**config.mk**
```make
export PLATFORM = sky130hd
export DESIGN_NAME = sprht_ctrl
export DESIGN_NICKNAME = d
export VERILOG_FILES = /design/src/sprht_pkg.sv /design/src/sprht_ctrl.sv
export SDC_FILE = /design/constraint.sdc
export NUM_CORES = 1
export LEC_CHECK = 0
export BUFFER_PORTS_ARGS = -buffer_cell sky130_fd_sc_hd__buf_2
export CAP_MARGIN = 20
export CELL_PAD_IN_SITES_DETAIL_PLACEMENT = 0
export CELL_PAD_IN_SITES_GLOBAL_PLACEMENT = 1
export CORE_AREA = 10 10 47 49
export DETAILED_ROUTE_END_ITERATION = 10
export DIE_AREA = 0 0 57 59
export GPL_TIMING_DRIVEN = 0
export PLACE_DENSITY = 0.63
export SLEW_MARGIN = 40
export SYNTH_ARGS = -nofsm -noshare
export SYNTH_HDL_FRONTEND = slang
export SYNTH_SLANG_ARGS = --single-unit
```
**constraint.sdc**
```tcl
create_clock -name clk -period 0.95 [get_ports clk]
set_input_delay 0.1425 -clock clk [delete_from_list [all_inputs] [get_ports clk]]
set_output_delay 0.1425 -clock clk [all_outputs]
set_load 0.005 [all_outputs]
```
**src/sprht_pkg.sv**
```systemverilog
// ----------------------------------------------------------------------------
// sprht_pkg
// Shared types, codes and helpers for the sprite rectangle pixel hit test.
// ----------------------------------------------------------------------------
package sprht_pkg;

  // Default image store size in bytes
  localparam int STORE_BYTES_DEF = 4096;

  // Port widths
  localparam int IN_TDATA_W  = 120;  // 116 bits of fields, padded to 15 bytes
  localparam int OUT_TDATA_W = 8;    // hit, padded to one byte
  localparam int CFG_IDX_W   = 3;
  localparam int CFG_DATA_W  = 12;

  // Wide unsigned width for store addresses (row base plus byte offset)
  localparam int WIDE_W = 24;
  // Signed width for screen-space clip arithmetic
  localparam int CLIP_W = 18;

  // Configuration register indexes
  localparam logic [CFG_IDX_W-1:0] CFG_IMAGE_WIDTH  = 3'd0;
  localparam logic [CFG_IDX_W-1:0] CFG_IMAGE_HEIGHT = 3'd1;
  localparam logic [CFG_IDX_W-1:0] CFG_ROW_STRIDE   = 3'd2;
  localparam logic [CFG_IDX_W-1:0] CFG_PIXEL_DEPTH  = 3'd3;
  localparam logic [CFG_IDX_W-1:0] CFG_ROW_ORDER    = 3'd4;

  // Pixel depth codes (the unused code reads as one bit)
  localparam logic [1:0] DEPTH_1BIT = 2'd0;
  localparam logic [1:0] DEPTH_4BIT = 2'd1;
  localparam logic [1:0] DEPTH_8BIT = 2'd2;

  // Request kinds
  localparam logic OP_WRITE = 1'b0;
  localparam logic OP_QUERY = 1'b1;

  // Controller to datapath commands
  typedef struct packed {
    logic in_ready;
    logic byte_wr;
    logic query_ld;
    logic clip1;
    logic clip2;
    logic init_scan;
    logic issue;
    logic res_set;
    logic out_load;
  } sprht_cmd_t;

  // Datapath to controller status
  typedef struct packed {
    logic empty;
    logic last_issue;
    logic pix_hit;
    logic out_free;
  } sprht_stat_t;

  // Byte offset of pixel column x within its row
  function automatic logic [9:0] px_byte(input logic [9:0] x, input logic [1:0] depth);
    logic [9:0] r;
    begin
      unique case (depth)
        DEPTH_8BIT: r = x;
        DEPTH_4BIT: r = {1'b0, x[9:1]};
        default:    r = {3'b000, x[9:3]};
      endcase
      return r;
    end
  endfunction

  // Nonzero test of the pixel picked from a byte by the low column bits
  function automatic logic px_nonzero(input logic [7:0] b, input logic [2:0] sel,
                                      input logic [1:0] depth);
    logic r;
    begin
      unique case (depth)
        DEPTH_8BIT: r = (b != 8'd0);
        DEPTH_4BIT: r = sel[0] ? (b[3:0] != 4'd0) : (b[7:4] != 4'd0);
        default:    r = b[3'd7 - sel];
      endcase
      return r;
    end
  endfunction

endpackage

```
**src/sprht_ctrl.sv**
```systemverilog
// ----------------------------------------------------------------------------
// sprht_ctrl
// Sequencer: takes requests, walks a query through clip, scan and result.
// ----------------------------------------------------------------------------
module sprht_ctrl
  import sprht_pkg::*;
(
  input  logic        clk,
  input  logic        rst_n,
  input  logic        in_tvalid,
  input  logic        in_tuser,
  input  sprht_stat_t st,
  output sprht_cmd_t  cmd
);

  localparam logic [2:0] ST_IDLE  = 3'd0;
  localparam logic [2:0] ST_CLIP1 = 3'd1;
  localparam logic [2:0] ST_CLIP2 = 3'd2;
  localparam logic [2:0] ST_CLIP3 = 3'd3;
  localparam logic [2:0] ST_SCAN  = 3'd4;
  localparam logic [2:0] ST_DRAIN = 3'd5;
  localparam logic [2:0] ST_DONE  = 3'd6;

  logic [2:0] state_r;
  logic [2:0] state_nxt;

  always_comb begin
    state_nxt = state_r;
    cmd       = '0;
    unique case (state_r)
      ST_IDLE: begin
        // take nothing while reset is held
        if (rst_n) begin
          cmd.in_ready = 1'b1;
          if (in_tvalid) begin
            if (in_tuser == OP_QUERY) begin
              cmd.query_ld = 1'b1;
              state_nxt    = ST_CLIP1;
            end else begin
              cmd.byte_wr = 1'b1;
            end
          end
        end
      end
      ST_CLIP1: begin
        cmd.clip1 = 1'b1;
        state_nxt = ST_CLIP2;
      end
      ST_CLIP2: begin
        cmd.clip2 = 1'b1;
        state_nxt = ST_CLIP3;
      end
      ST_CLIP3: begin
        if (st.empty) begin
          state_nxt = ST_DONE;
        end else begin
          cmd.init_scan = 1'b1;
          state_nxt     = ST_SCAN;
        end
      end
      ST_SCAN: begin
        if (st.pix_hit) begin
          cmd.res_set = 1'b1;
          state_nxt   = ST_DONE;
        end else begin
          cmd.issue = 1'b1;
          if (st.last_issue) begin
            state_nxt = ST_DRAIN;
          end
        end
      end
      ST_DRAIN: begin
        cmd.res_set = st.pix_hit;
        state_nxt   = ST_DONE;
      end
      ST_DONE: begin
        if (st.out_free) begin
          cmd.out_load = 1'b1;
          state_nxt    = ST_IDLE;
        end
      end
      default: begin
        state_nxt = ST_IDLE;
      end
    endcase
  end

  always_ff @(posedge clk) begin
    if (!rst_n) begin
      state_r <= ST_IDLE;
    end else begin
      state_r <= state_nxt;
    end
  end

  a_query_starts_clip: assert property (@(posedge clk) disable iff (!rst_n)
    cmd.query_ld |=> cmd.clip1)
    else $error("query accepted without clip step");

  a_query_blocks_input: assert property (@(posedge clk) disable iff (!rst_n)
    cmd.query_ld |=> !cmd.in_ready)
    else $error("new request taken while a query is open");

  a_load_needs_slot: assert property (@(posedge clk) disable iff (!rst_n)
    cmd.out_load |-> st.out_free)
    else $error("result loaded over a pending result");

endmodule

```
Yosys cells after proc, flatten, opt, wreduce, memory -nomap -nowiden

Index checks and enable logic that the tools add are counted.

Eq/ne operators: 10
Divide/modulo/power cells: 0
Reduce and logical (&&, ||, !) cells: 2
$lt $le $gt $ge: 0
$add $sub $neg: 0
Bitwise logic cells: 0
Multipliers: 0
Shift-type cells: 0
Multiplexer cells: 22

Operators with widths:

| operator                                             | number |
|---|---|
| 2-to-1 mux 3 bit                                     | 7 |
| one-hot mux 3 bit (7 select lines)                   | 1 |
| 2-to-1 mux 1 bit                                     | 11 |
| equality test 3 bit (second input constant)          | 3 |
| equality test 3 x 2 -> 1 bit (second input constant) | 2 |
| inequality test 2 bit (second input constant)        | 3 |
| 2-to-1 mux 2 bit                                     | 2 |
| AND reduction 4 bit                                  | 1 |
| equality test 3 x 1 -> 1 bit (second input constant) | 1 |
| zero test 3 bit                                      | 1 |
| inequality test 3 bit (second input constant)        | 1 |
| one-hot mux 1 bit (2 select lines)                   | 1 |

Input port bits: 8
Memories: 0
Memory bits (read-only): 0
Output and inout bits: 9
Register bits after elaboration: 3
Latch bits: 0
Word-level logic and storage cells: 35
Bits in writable memories: 0

Longest topological paths before layout

Depth after elaboration: 4
Depth in mapped cells: 4
Depth with buffers taken out: 3

Least setup slack after synthesis

No wires, ideal clock.

Kind: reg-to-output
Start: register state_r[0]
End: output cmd[6] (netlist bit)
Slack: -0.088 ns
Required time: 0.808 ns
Data arrival time: 0.895 ns
Cell stages (with the launch flop): 4
Cells stage by stage: dfxtp_1 -> buf_2 -> nor4b_4 -> and3_1

RTL lines:

| item                   | line             | text |
|---|---|---|
| from (decl)            | sprht_ctrl.sv:24 | `logic [2:0] state_r;` |
| from (signal assigned) | sprht_ctrl.sv:92 | `state_r <= state_nxt;` |
| to (decl)              | sprht_ctrl.sv:13 | `output sprht_cmd_t cmd` |

==> flow_results.xml <==
<?xml version="1.0" encoding="UTF-8"?>
<metrics>
  <group name="detailed_routing">
    <metric name="vias" unit="">342</metric>
    <metric name="route.detailed.vias_per_inst" unit="">4.33</metric>
    <metric name="post_drt_wl_per_cell" unit="microns">11.6</metric>
    <metric name="drc" unit="">0</metric>
    <metric name="first_iter_violations" unit="">3</metric>
    <metric name="totalWireLength" unit="microns">920</metric>
    <metric name="postRouteAntennaNets" unit="">0</metric>
    <metric name="drt_first_pass_iters" unit="">4</metric>
  </group>
  <group name="critical_path">
    <metric name="worst_ep_required_time" unit="ns">0.81</metric>
    <metric name="cp_max_fo" unit="">4</metric>
    <metric name="crit_type" unit="">reg2out</metric>
    <metric name="arrival" unit="ns">1.22</metric>
    <metric name="reg2regPathDepth" unit="">6</metric>
    <metric name="critPathLaunchType" unit="">flip-flop</metric>
    <metric name="setup.worst_path.end_class" unit="">output pin</metric>
  </group>
  <group name="logic_synthesis">
    <metric name="yosys_warnings" unit="">0</metric>
    <metric name="synth_ff_type" unit="">dfxtp_1</metric>
    <metric name="synth_edf_count" unit="">0</metric>
    <metric name="yosys-top-cells-area" unit="">dfxtp_1 (23%), nor4b_4 (9.2%), nor4b_1 (6.8%), a2111oi_2 (5.8%), a211oi_1 (5.8%)</metric>
    <metric name="synth.most_common_cell" unit="">nor2_1</metric>
    <metric name="post_synth.cell_area_avg" unit="sq um">8.31</metric>
    <metric name="synth_fp_nets" unit="">39</metric>
    <metric name="synth-seq-area-share" unit="%">23.3</metric>
    <metric name="netlist_area" unit="sq um">258</metric>
    <metric name="synth_cell_types" unit="">18</metric>
    <metric name="yosys-top-cells-count" unit="">nor2_1 (4), dfxtp_1 (3), nand2_1 (3)</metric>
    <metric name="ys_async_sr_fraction" unit="%">0</metric>
    <metric name="ys_seq_elements" unit="">3</metric>
    <metric name="synth_top_cell_area_share" unit="%">23.3</metric>
    <metric name="synth_area_leader_cell" unit="">dfxtp_1</metric>
    <metric name="synth_cells" unit="">31</metric>
  </group>
  <group name="die">
    <metric name="chipHeight" unit="microns">59</metric>
    <metric name="core_region_area" unit="sq mm">0.00140</metric>
    <metric name="die_w" unit="microns">57</metric>
    <metric name="start_util" unit="%">18.4</metric>
    <metric name="std_cell_rows" unit="">14</metric>
    <metric name="design.die.area" unit="sq mm">0.00336</metric>
    <metric name="design.portCount" unit="">17</metric>
  </group>
  <group name="final_layout">
    <metric name="antenna_cells" unit="">0</metric>
    <metric name="max_flop_register" unit="">state_r</metric>
    <metric name="design.final.nets" unit="">72</metric>
    <metric name="layout-drive-gt1-share" unit="%">76.2</metric>
    <metric name="largest_register_ffs" unit="">3</metric>
    <metric name="top_regs" unit="">state_r: 3 flops</metric>
    <metric name="design_area" unit="sq um">539</metric>
    <metric name="fill_cell_total_of_the_finished_layout" unit="">162</metric>
    <metric name="synthToLayoutAreaGrowth" unit="%">109</metric>
  </group>
  <group name="cts">
    <metric name="cts.path.max_buffers" unit="">2</metric>
    <metric name="postCtsHoldBufs" unit="">0</metric>
    <metric name="clk_pin_slew_worst_paths" unit="ns">0.04</metric>
    <metric name="clock-root-buffer" unit="">clkbuf_4</metric>
    <metric name="clock_latency" unit="ns">0.23</metric>
    <metric name="tritoncts.num_buffers" unit="">3</metric>
    <metric name="clock_tree_from_tritoncts" unit="">yes</metric>
    <metric name="cts_num_sinks" unit="">3</metric>
    <metric name="htreeDepth" unit="">1</metric>
  </group>
  <group name="sta">
    <metric name="final_critical_path_setup_slack" unit="ns">-0.409</metric>
    <metric name="final.period_utilization" unit="%">143</metric>
    <metric name="report.final.slew_viol_count" unit="">0</metric>
    <metric name="clock.fmax" unit="GHz">0.736</metric>
    <metric name="clock_skew" unit="ns">0.00375</metric>
    <metric name="final_hold_viol_count" unit="">0</metric>
    <metric name="slew_headroom" unit="%">82.7</metric>
    <metric name="timing.final.crit_period" unit="ns">1.36</metric>
    <metric name="final-setup-viol-count" unit="">12</metric>
    <metric name="setup_repair_after_global_routing_missed_its_margin" unit="">true</metric>
    <metric name="worst_slew_pin_slew" unit="ns">0.259</metric>
  </group>
  <group name="place">
    <metric name="placement.io_buffers" unit="">16</metric>
    <metric name="preCtsSetupSlack" unit="ns">-0.198</metric>
    <metric name="dp_hpwl" unit="microns">613</metric>
    <metric name="placedInstanceArea" unit="sq um">370</metric>
    <metric name="finalWeightedCongestion" unit="">0.608</metric>
  </group>
  <group name="grt">
    <metric name="first_pass_grt_wire_length" unit="microns">1280</metric>
    <metric name="grt_antenna_before_repair" unit="">0</metric>
    <metric name="grt_remaining_overflow" unit="">0</metric>
    <metric name="first_global_vias" unit="">301</metric>
    <metric name="globalRouteTotalUtil" unit="%">4.92</metric>
    <metric name="maximum_number_of_pins_on_one_net_before_global_route_repair" unit="">11</metric>
  </group>
  <group name="power_and_ir_drop">
    <metric name="design_power_total" unit="mW">0.614</metric>
    <metric name="power.static_leakage" unit="nW">0.268</metric>
    <metric name="p_per_area" unit="mW/mm^2">1140</metric>
    <metric name="vdd_drop_max" unit="mV">0.478</metric>
  </group>
  <group name="min_path">
    <metric name="holdPathStages" unit="">3</metric>
    <metric name="worst_hold_path_type" unit="">in2reg</metric>
  </group>
  <group name="status">
    <metric name="violations" unit="">negative setup slack</metric>
    <metric name="status" unit="">finished, violations left</metric>
  </group>
  <group name="run">
    <metric name="cap_viol_max_count" unit="">0</metric>
  </group>
</metrics>
-- metrics by stage --
stage | instances | TNS, ns | utilization [%] | hold WS, ns
after floorplan | 31 | -0.203 | - | 0.304
after global placement | 63 | -1.00 | 26.4 | 0.436
after detailed placement | 63 | -1.09 | 26.4 | 0.439
after CTS | 72 | -2.93 | 32.0 | 0.189
after global routing | 79 | -4.32 | 38.5 | 0.209
final | 79 | -3.43 | 38.5 | 0.202
-- cells by family after synthesis --
| kind of cell | count (synthesis) | share of synthesized area (%) |
|---|---|---|
| flip-flops | 3 | 23.3 |
| AO/OA/AOI/OAI | 7 | 22.3 |
| buffers and inverters | 5 | 12.1 |
| AND/OR/NAND/NOR | 16 | 42.2 |
-- metal layers --
layer	part of all wire (%)	track usage, %	wire length [microns]
met5	0	0	0
met1	48	5.33	438
met3	7.9	3.86	73
met2	44	6.51	402
met4	0.54	3.02	5
-- final cells by class --
| type | count | area [sq um] | share of cell area [%] |
|---|---|---|---|
| clock buffer | 4 | 26.3 | 4.87 |
| sequential | 3 | 65.1 | 12.1 |
| buffer | 3 | 33.8 | 6.26 |
| timing repair buffer | 28 | 178 | 32.9 |
| multi-input combinational | 23 | 209 | 38.7 |
| tap | 16 | 20.0 | 3.71 |
| inverter | 2 | 7.51 | 1.39 |
-- worst paths after layout --
kind / start / slack (ns) / to
setup / recovery: state_r[0] / -0.41 / cmd[6]
hold / removal: st[2] / 0.20 / state_r[0]
setup reg to reg: state_r[0] / -0.15 / state_r[1]
hold reg to reg: state_r[1] / 0.61 / state_r[0]
-- cell usage in the layout (no fill, tap or decap), types with 2 or more instances in the layout --
cell type,netlist,final
a211oi_1,2,2
buf_2,1,16
nand2_1,3,3
nor4b_4,1,2
nor3b_2,0,2
clkbuf_4,0,3
buf_6,1,5
nor2_1,4,3
buf_4,1,10
-- worst max-delay path, cell delays in order, from the launching register on --
cell and delay (ns):
dfxtp_1 0.30, buf_6 0.12, nor4b_4 0.28, and3_1 0.19
buf_2 0.11
-- power by group --
group | total [mW] | leakage, nW | internal, mW | switching, mW
Sequential | 0.149 | 0.0257 | 0.138 | 0.0104
Combinational | 0.244 | 0.227 | 0.142 | 0.102
Clock | 0.221 | 0.0150 | 0.157 | 0.0635
-- timing repair --
action,4_1_cts,5_1_grt
setup buffers,5,7
resized for setup,5,9
setup endpoints to repair,12,12
pin swaps,3,4
No activity file was read; power rests on OpenSTA's default activity.
